`config.mk`:
```
export PLATFORM = sky130hd
export DESIGN_NAME = button_click_classifier_core
export DESIGN_NICKNAME = d
export VERILOG_FILES = /design/src/hdl/bcc_pkg.sv /design/src/hdl/button_click_classifier_core.sv /design/src/hdl/bcc_cfg.sv /design/src/hdl/bcc_lane.sv
export SDC_FILE = /design/constraint.sdc
export NUM_CORES = 1
export LEC_CHECK = 0
export ABC_AREA = 1
export BUFFER_PORTS_ARGS = -buffer_cell sky130_fd_sc_hd__clkbuf_2
export CAP_MARGIN = 20
export CORE_UTILIZATION = 50
export DETAILED_ROUTE_END_ITERATION = 10
export PLACE_DENSITY = 0.86
export SYNTH_ARGS = -nofsm -noshare
export SYNTH_HDL_FRONTEND = slang
export SYNTH_HIERARCHICAL = 1
export SYNTH_SLANG_ARGS = --single-unit
export TNS_END_PERCENT = 5
```
`constraint.sdc`:
```
create_clock -name clk_i -period 1.7 [get_ports clk_i]
set_input_delay 0.34 -clock clk_i [delete_from_list [all_inputs] [get_ports clk_i]]
set_output_delay 0.34 -clock clk_i [all_outputs]
set_load 0.005 [all_outputs]
```
`src/hdl/bcc_pkg.sv`:
```
// Shared types and constants for the button click classifier.
// No dependencies; imported by every module under hdl/.
package bcc_pkg;

  localparam int unsigned MAX_BUTTONS = 3;
  localparam int unsigned LEVEL_W     = 3;
  localparam int unsigned HOLD_W      = 8;
  localparam int unsigned APB_AW      = 3;
  localparam int unsigned APB_DW      = 32;

  localparam logic [HOLD_W-1:0] HOLD_TICKS_RST = 8'd6;
  localparam logic [APB_AW-1:0] ADDR_HOLD_TICKS = 3'd0;

  typedef enum logic [1:0] {
    EV_NONE   = 2'd0,
    EV_SINGLE = 2'd1,
    EV_DOUBLE = 2'd2,
    EV_HOLD   = 2'd3
  } click_ev_e;

  typedef struct packed {
    logic adv;
    logic pressed;
  } bcc_lane_in_t;

endpackage

```
`src/hdl/button_click_classifier_core.sv`:
```
// Top level of the button click classifier: input register, per-button lanes,
// result register and APB-style config port. Depends on bcc_pkg, bcc_cfg, bcc_lane.
//
// Each transaction on the input channel is one scan tick carrying the
// active-low levels of up to three buttons (BUTTONS, 1 to 3). Every tick
// yields exactly one result transaction with a 2-bit event per button
// (none, single, double, hold); buttons at or above BUTTONS always report
// none. A tick is captured in the input register, the lane state machines
// advance when it moves into the result register, which drives the outputs.
// One tick is accepted per cycle while in_stall_o is low; throughput is set
// only by out_stall_i. hold_ticks (offset 0x0, reset 6) reloads the
// per-button window on each press; write it only while no tick is in flight.
module button_click_classifier_core
  import bcc_pkg::*;
#(
  parameter int unsigned BUTTONS = 3
) (
  input  logic               clk_i,
  input  logic               rst_ni,
  input  logic               in_valid_i,
  output logic               in_stall_o,
  input  logic [LEVEL_W-1:0] levels_n_i,
  output logic               out_valid_o,
  input  logic               out_stall_i,
  output logic [1:0]         click_btn0_o,
  output logic [1:0]         click_btn1_o,
  output logic [1:0]         click_btn2_o,
  input  logic               psel,
  input  logic               penable,
  input  logic               pwrite,
  input  logic [APB_AW-1:0]  paddr,
  input  logic [APB_DW-1:0]  pwdata,
  output logic [APB_DW-1:0]  prdata,
  output logic               pready
);

  logic               in_valid_q;
  logic [LEVEL_W-1:0] levels_q;
  logic               out_valid_q;
  click_ev_e          ev_q [MAX_BUTTONS];
  click_ev_e          ev   [MAX_BUTTONS];
  logic               out_free, fire;
  logic [HOLD_W-1:0]  hold_ticks;

  assign out_free   = !out_valid_q || !out_stall_i;
  assign fire       = in_valid_q && out_free;
  assign in_stall_o = in_valid_q && !out_free;

  bcc_cfg u_cfg (
    .clk_i       (clk_i),
    .rst_ni      (rst_ni),
    .psel        (psel),
    .penable     (penable),
    .pwrite      (pwrite),
    .paddr       (paddr),
    .pwdata      (pwdata),
    .prdata      (prdata),
    .pready      (pready),
    .hold_ticks_o(hold_ticks)
  );

  for (genvar k = 0; k < MAX_BUTTONS; k++) begin : g_btn
    if (k < BUTTONS) begin : g_lane
      bcc_lane_in_t ctl;
      assign ctl.adv     = fire;
      assign ctl.pressed = !levels_q[k];
      bcc_lane u_lane (
        .clk_i       (clk_i),
        .rst_ni      (rst_ni),
        .ctl_i       (ctl),
        .hold_ticks_i(hold_ticks),
        .ev_o        (ev[k])
      );
    end else begin : g_off
      assign ev[k] = EV_NONE;
    end
  end

  always_ff @(posedge clk_i or negedge rst_ni) begin
    if (!rst_ni) begin
      in_valid_q  <= 1'b0;
      out_valid_q <= 1'b0;
    end else begin
      if (!in_stall_o) in_valid_q <= in_valid_i;
      if (out_free) out_valid_q <= in_valid_q;
    end
  end

  always_ff @(posedge clk_i) begin
    if (in_valid_i && !in_stall_o) levels_q <= levels_n_i;
    if (fire) begin
      for (int k = 0; k < MAX_BUTTONS; k++) ev_q[k] <= ev[k];
    end
  end

  assign out_valid_o  = out_valid_q;
  assign click_btn0_o = ev_q[0];
  assign click_btn1_o = ev_q[1];
  assign click_btn2_o = ev_q[2];

  property p_stall_needs_tick;
    @(posedge clk_i) disable iff (!rst_ni)
      in_stall_o |-> (in_valid_q && out_valid_q);
  endproperty
  a_stall_needs_tick: assert property (p_stall_needs_tick)
    else $error("core: input stalled with no tick held");

  property p_fire_gives_result;
    @(posedge clk_i) disable iff (!rst_ni)
      fire |=> out_valid_q;
  endproperty
  a_fire_gives_result: assert property (p_fire_gives_result)
    else $error("core: tick advanced without a result");

  property p_unused_quiet;
    @(posedge clk_i) disable iff (!rst_ni)
      (out_valid_q && (BUTTONS < MAX_BUTTONS)) |-> (click_btn2_o == EV_NONE);
  endproperty
  a_unused_quiet: assert property (p_unused_quiet)
    else $error("core: unscanned button reported an event");

endmodule

```
`src/hdl/bcc_cfg.sv`:
```
// APB-style register file holding hold_ticks.
// Depends on bcc_pkg.
module bcc_cfg
  import bcc_pkg::*;
(
  input  logic              clk_i,
  input  logic              rst_ni,
  input  logic              psel,
  input  logic              penable,
  input  logic              pwrite,
  input  logic [APB_AW-1:0] paddr,
  input  logic [APB_DW-1:0] pwdata,
  output logic [APB_DW-1:0] prdata,
  output logic              pready,
  output logic [HOLD_W-1:0] hold_ticks_o
);

  logic [HOLD_W-1:0] hold_ticks_q;
  logic              hit;
  logic              wr_en;

  // word-aligned decode: byte offset bits ignored
  assign hit    = (paddr[APB_AW-1:2] == ADDR_HOLD_TICKS[APB_AW-1:2]);
  assign pready = 1'b1;
  assign wr_en  = psel && penable && pwrite && pready && hit;

  always_ff @(posedge clk_i or negedge rst_ni) begin
    if (!rst_ni) begin
      hold_ticks_q <= HOLD_TICKS_RST;
    end else if (wr_en) begin
      hold_ticks_q <= pwdata[HOLD_W-1:0];
    end
  end

  assign prdata       = hit ? {{(APB_DW-HOLD_W){1'b0}}, hold_ticks_q} : '0;
  assign hold_ticks_o = hold_ticks_q;

endmodule

```
`src/hdl/bcc_lane.sv`:
```
// Per-button click state machine with its window countdown.
// Depends on bcc_pkg.
module bcc_lane
  import bcc_pkg::*;
(
  input  logic              clk_i,
  input  logic              rst_ni,
  input  bcc_lane_in_t      ctl_i,
  input  logic [HOLD_W-1:0] hold_ticks_i,
  output click_ev_e         ev_o
);

  typedef enum logic [2:0] {
    PH_IDLE     = 3'd0,
    PH_PRESS1   = 3'd1,
    PH_RELEASE1 = 3'd2,
    PH_PRESS2   = 3'd3,
    PH_HOLD     = 3'd4
  } phase_e;

  phase_e            phase_q, phase_d;
  logic [HOLD_W-1:0] count_q, count_d, count_dec;
  logic              expired;
  click_ev_e         ev;

  assign count_dec = (count_q != '0) ? count_q - 1'b1 : count_q;
  assign expired   = (count_dec == '0);

  // timeout check first, level check second
  always_comb begin
    phase_d = phase_q;
    count_d = count_dec;
    ev      = EV_NONE;
    unique case (phase_q)
      PH_IDLE: begin
        if (ctl_i.pressed) begin
          count_d = hold_ticks_i;
          phase_d = PH_PRESS1;
        end
      end
      PH_PRESS1: begin
        if (expired) phase_d = PH_HOLD;
        if (!ctl_i.pressed) phase_d = PH_RELEASE1;
      end
      PH_RELEASE1: begin
        if (expired) begin
          ev      = EV_SINGLE;
          phase_d = PH_IDLE;
        end
        if (ctl_i.pressed) begin
          count_d = hold_ticks_i;
          phase_d = PH_PRESS2;
        end
      end
      PH_PRESS2: begin
        if (expired) phase_d = PH_HOLD;
        if (!ctl_i.pressed) begin
          ev      = EV_DOUBLE;
          phase_d = PH_IDLE;
        end
      end
      PH_HOLD: begin
        if (!ctl_i.pressed) begin
          ev      = EV_HOLD;
          phase_d = PH_IDLE;
        end
      end
      default: ;
    endcase
  end

  always_ff @(posedge clk_i or negedge rst_ni) begin
    if (!rst_ni) begin
      phase_q <= PH_IDLE;
      count_q <= '0;
    end else if (ctl_i.adv) begin
      phase_q <= phase_d;
      count_q <= count_d;
    end
  end

  assign ev_o = ev;

  // a single click may coincide with a new press that opens the second window
  property p_event_ends_idle;
    @(posedge clk_i) disable iff (!rst_ni)
      (ctl_i.adv && (ev != EV_NONE))
        |=> ((phase_q == PH_IDLE) || (phase_q == PH_PRESS2));
  endproperty
  a_event_ends_idle: assert property (p_event_ends_idle)
    else $error("lane: event reported without return to idle");

  property p_idle_press_reload;
    @(posedge clk_i) disable iff (!rst_ni)
      (ctl_i.adv && (phase_q == PH_IDLE) && ctl_i.pressed)
        |=> (count_q == $past(hold_ticks_i)) && (phase_q == PH_PRESS1);
  endproperty
  a_idle_press_reload: assert property (p_idle_press_reload)
    else $error("lane: press from idle did not load window");

  property p_hold_no_count;
    @(posedge clk_i) disable iff (!rst_ni)
      (phase_q == PH_HOLD) |-> (count_q == '0);
  endproperty
  a_hold_no_count: assert property (p_hold_no_count)
    else $error("lane: hold phase with window still running");

endmodule

```
==> results.ini <==
[global_route]
grt_pass1_vias = 3808
overflow = 0
grt_first_pass_wirelength_mm = 16.4
track_usage_pct = 26.3
grt_max_degree = 44
grt_antenna_before_repair = 0

[worst_setup_path]
cp-end-kind = flip-flop
crit_top_cell = buf_4
crit_chain = nor2_4, nand2_1, o21ai_1, nand3_2, buf_4, buf_4, buf_4, a21oi_1, o21ai_0, o21ai_0
slowest_delay_ns = 0.46
worstPathBufferInverterCount = 3
setup.worst_path.class = flip-flop to flip-flop
worstRegToRegCells = 10
cp_top_family = compound AO/OA/AOI/OAI gates
cp-start-kind = flip-flop
crit_required_ns = 1.90
r2r_slack_ns = -0.20
worst_path_max_delay_cell = dfrtp_1
cp_max_fo = 6
r2r_end = g_btn[2].g_lane.u_lane/count_q[7]
worstPathArrival_ns = 2.10
r2r_start = g_btn[2].g_lane.u_lane/count_q[3]

[finish]
syn2layout_area_growth_pct = 28.1
drive_gt1_share_pct = 33.4
multi_input_area_sq_mm = 0.00232
fill_cells = 555
nNetsFinal = 682
n_antenna_cell = 0
fin_util_pct = 66.9
register_area_sq_mm = 0.00135
final_cell_count_no_fill = 734

[floorplanning]
initial_core_util_pct = 52.2
die_y_um = 89.3
io_pins = 86
die_width_um = 89.3
core-area_sq_mm = 0.00729
row_count = 31
dieArea_sq_mm = 0.00797

[timing]
fin_tns_setup_ns = -1.57
fin_crit_sh_pct = 112
hold_slack_ns = 0.196
final_max_slew_viol_count = 0
relSlewSlack_pct = 64.0
fin_ws_ns = -0.199
fin_skew_ns = 0.0173
fmax_mhz = 527
rsz0062_at_grt = true
setup_viol = 11
worstMarginPinSlew_ns = 0.539
period_minus_slack_ns = 1.90
finalHoldViolCount = 0

[run_status]
violations = negative setup slack
status = finished, violations left

[place]
hpwl_mm = 6.86
gp_congestion = 0.906
place_inst = 711
portBuffers = 34

[logic_synthesis]
syn_area_per_cell_sq_um = 7.02
yosysTopAreaCell = dfrtp_1
synth_cells = 543
ys_ff_latch = 52
yosys_warnings = 6
synth_area_sq_mm = 0.00381
synthTopCellsByArea = dfrtp_1, nand2_1, inv_1
synth_cell_types = 31
yosysTopAreaCellShare_pct = 26.9
synth-seq-area-share_pct = 35.4

[worst_hold_path]
hold_end = levels_q[0]
hold_path.class = input pin to flip-flop
min_from = levels_n_i[0]
hold-path-cell-count = 1

[power]
power_density_mw_per_mm2 = 1920
p_leak_nw = 2.50
p_total_mw = 9.38
ir_worst_vdd_uv = 1300

[flow_run]
cap_violations = 0

[clock_network]
clkTransAtPathRegs_ns = 0.11
cts_htree_levels = 2
cts_tree = done
cts.sinks = 52
cts.path.max_buffers = 2
worstSkewPairLatency_ns = 0.31
cts_buffers = 5
root_buffer = clkbuf_8

[detailed_routing]
ant_nets = 0
vias_per_cell = 5.48
dr.pass1.iters = 4
routed_wirelength_mm = 10.4
post_drt_wl_per_cell_um = 14.2
drc = 0
dr.first_iter.drc_count = 309
num_vias = 4022

power breakdown:
part,switching (mW),internal (mW)
combinational,3.47,2.75
clock,0.427,0.437
sequential,0.596,1.70
total,4.49,4.89
registers in the layout, summed over array words and instances, names as in the netlist:
register,count
g_btn.g_lane.u_lane/phase_q,9
ev_q,6
g_btn.g_lane.u_lane/count_q,24
u_cfg/hold_ticks_o,8
levels_q,3
out_valid_o,1
in_valid_q,1
routing by layer:
| layer | vias to the layer above | GRT usage [%] | wire [um] |
|---|---|---|---|
| met3 | 44 | 3.69 | 694 |
| met4 | 0 | 10.4 | 354 |
| met1 | 1899 | 30.0 | 3880 |
| met5 | - | 0 | 0 |
| met2 | 198 | 49.5 | 5500 |
| li1 | 1881 | - | - |
how the worst max path moves through the flow:
| stage | to | slack [ns] | from | cells past startpoint |
|---|---|---|---|---|
| after global placement | g_btn[2].g_lane.u_lane/phase_q[0] | -0.13 | g_btn[2].g_lane.u_lane/count_q[1] | 13 |
| after floorplan | g_btn[1].g_lane.u_lane/phase_q[1] | -0.03 | g_btn[1].g_lane.u_lane/count_q[0] | 13 |
| after global routing | g_btn[2].g_lane.u_lane/phase_q[0] | -0.32 | g_btn[2].g_lane.u_lane/count_q[3] | 12 |
| after detailed placement | g_btn[2].g_lane.u_lane/phase_q[1] | -0.21 | g_btn[2].g_lane.u_lane/count_q[1] | 13 |
| final | g_btn[2].g_lane.u_lane/count_q[7] | -0.20 | g_btn[2].g_lane.u_lane/count_q[3] | 10 |
| after CTS | g_btn[2].g_lane.u_lane/phase_q[2] | -0.12 | g_btn[2].g_lane.u_lane/count_q[1] | 13 |
stage by stage:
| step | cell area, sq um | worst slack [ns] |
|---|---|---|
| 2_1_floorplan | 3910 | -0.0275 |
| 3_5_place_dp | 4360 | -0.213 |
| 5_1_grt | 4880 | -0.324 |
| 3_3_place_gp | 4360 | -0.127 |
| 4_1_cts | 4660 | -0.124 |
| 6_report | 4880 | -0.199 |
layout make-up:
| type | count | area share (%) |
|---|---|---|
| Tap cell | 99 | 2.54 |
| Inverter | 77 | 5.92 |
| Multi-Input combinational cell | 402 | 47.5 |
| Clock buffer | 5 | 1.41 |
| Clock inverter | 3 | 0.872 |
| Sequential cell | 52 | 27.7 |
| Timing Repair Buffer | 96 | 14.0 |
kinds of logic after synthesis:
| group | count (synthesis) | share of synthesized area, % |
|---|---|---|
| fa+ha+maj | 3 | 0.985 |
| simple gates | 290 | 35.8 |
| flops | 52 | 35.4 |
| compound gates | 79 | 12.3 |
| other cells | 2 | 0.197 |
| xor+xnor | 5 | 1.15 |
| buf+inv | 112 | 14.1 |
timing repair:
action,CTS,global route
hold endpoints to repair,0,4
buffers inserted,7,7
endpoints found under the setup margin,12,24
cloned,0,0
pin swaps,22,34
hold buffers,0,1
gates resized for setup,36,51
layout by cell type (no fill, tap or decap), drive strengths merged:
master / netlist / layout
nand3: 52 / 52
o21ai: 45 / 45
o2111ai: 3 / 3
o211ai: 15 / 15
xor2: 5 / 5
clkbuf: 3 / 39
bufinv: 0 / 1
ha: 3 / 3
buf: 32 / 61
o22ai: 6 / 6
dfrtp: 41 / 41
nor2: 60 / 60
nor3: 2 / 2
inv: 77 / 77
conb: 2 / 25
dfstp: 2 / 2
a21oi: 10 / 10
dlygate4sd3: 0 / 1
nand4: 8 / 8
edfxtp: 9 / 9
nand2: 168 / 168
clkinv: 0 / 2
Yosys cell counts (all sizes together):
cell type and count:
o2111ai 3, a21oi 10, buf 32, nand2 168, nand4 8, nor3 2
edfxtp 9, o21ai 45, dfstp 2, xor2 5, o22ai 6, inv 77
o211ai 15, nor2 60, nand3 52, ha 3, dfrtp 41, clkbuf 3
conb 2
worst register-to-register path, cell delays in order (launching register included):
cell and delay (ns):
dfrtp_1 0.46, nor2_4 0.22, nand2_1 0.13, o21ai_1 0.18, nand3_2 0.11, buf_4 0.15
buf_4 0.12, buf_4 0.12, a21oi_1 0.10, o21ai_0 0.09, o21ai_0 0.12
Power figures use the tool's default switching activity.
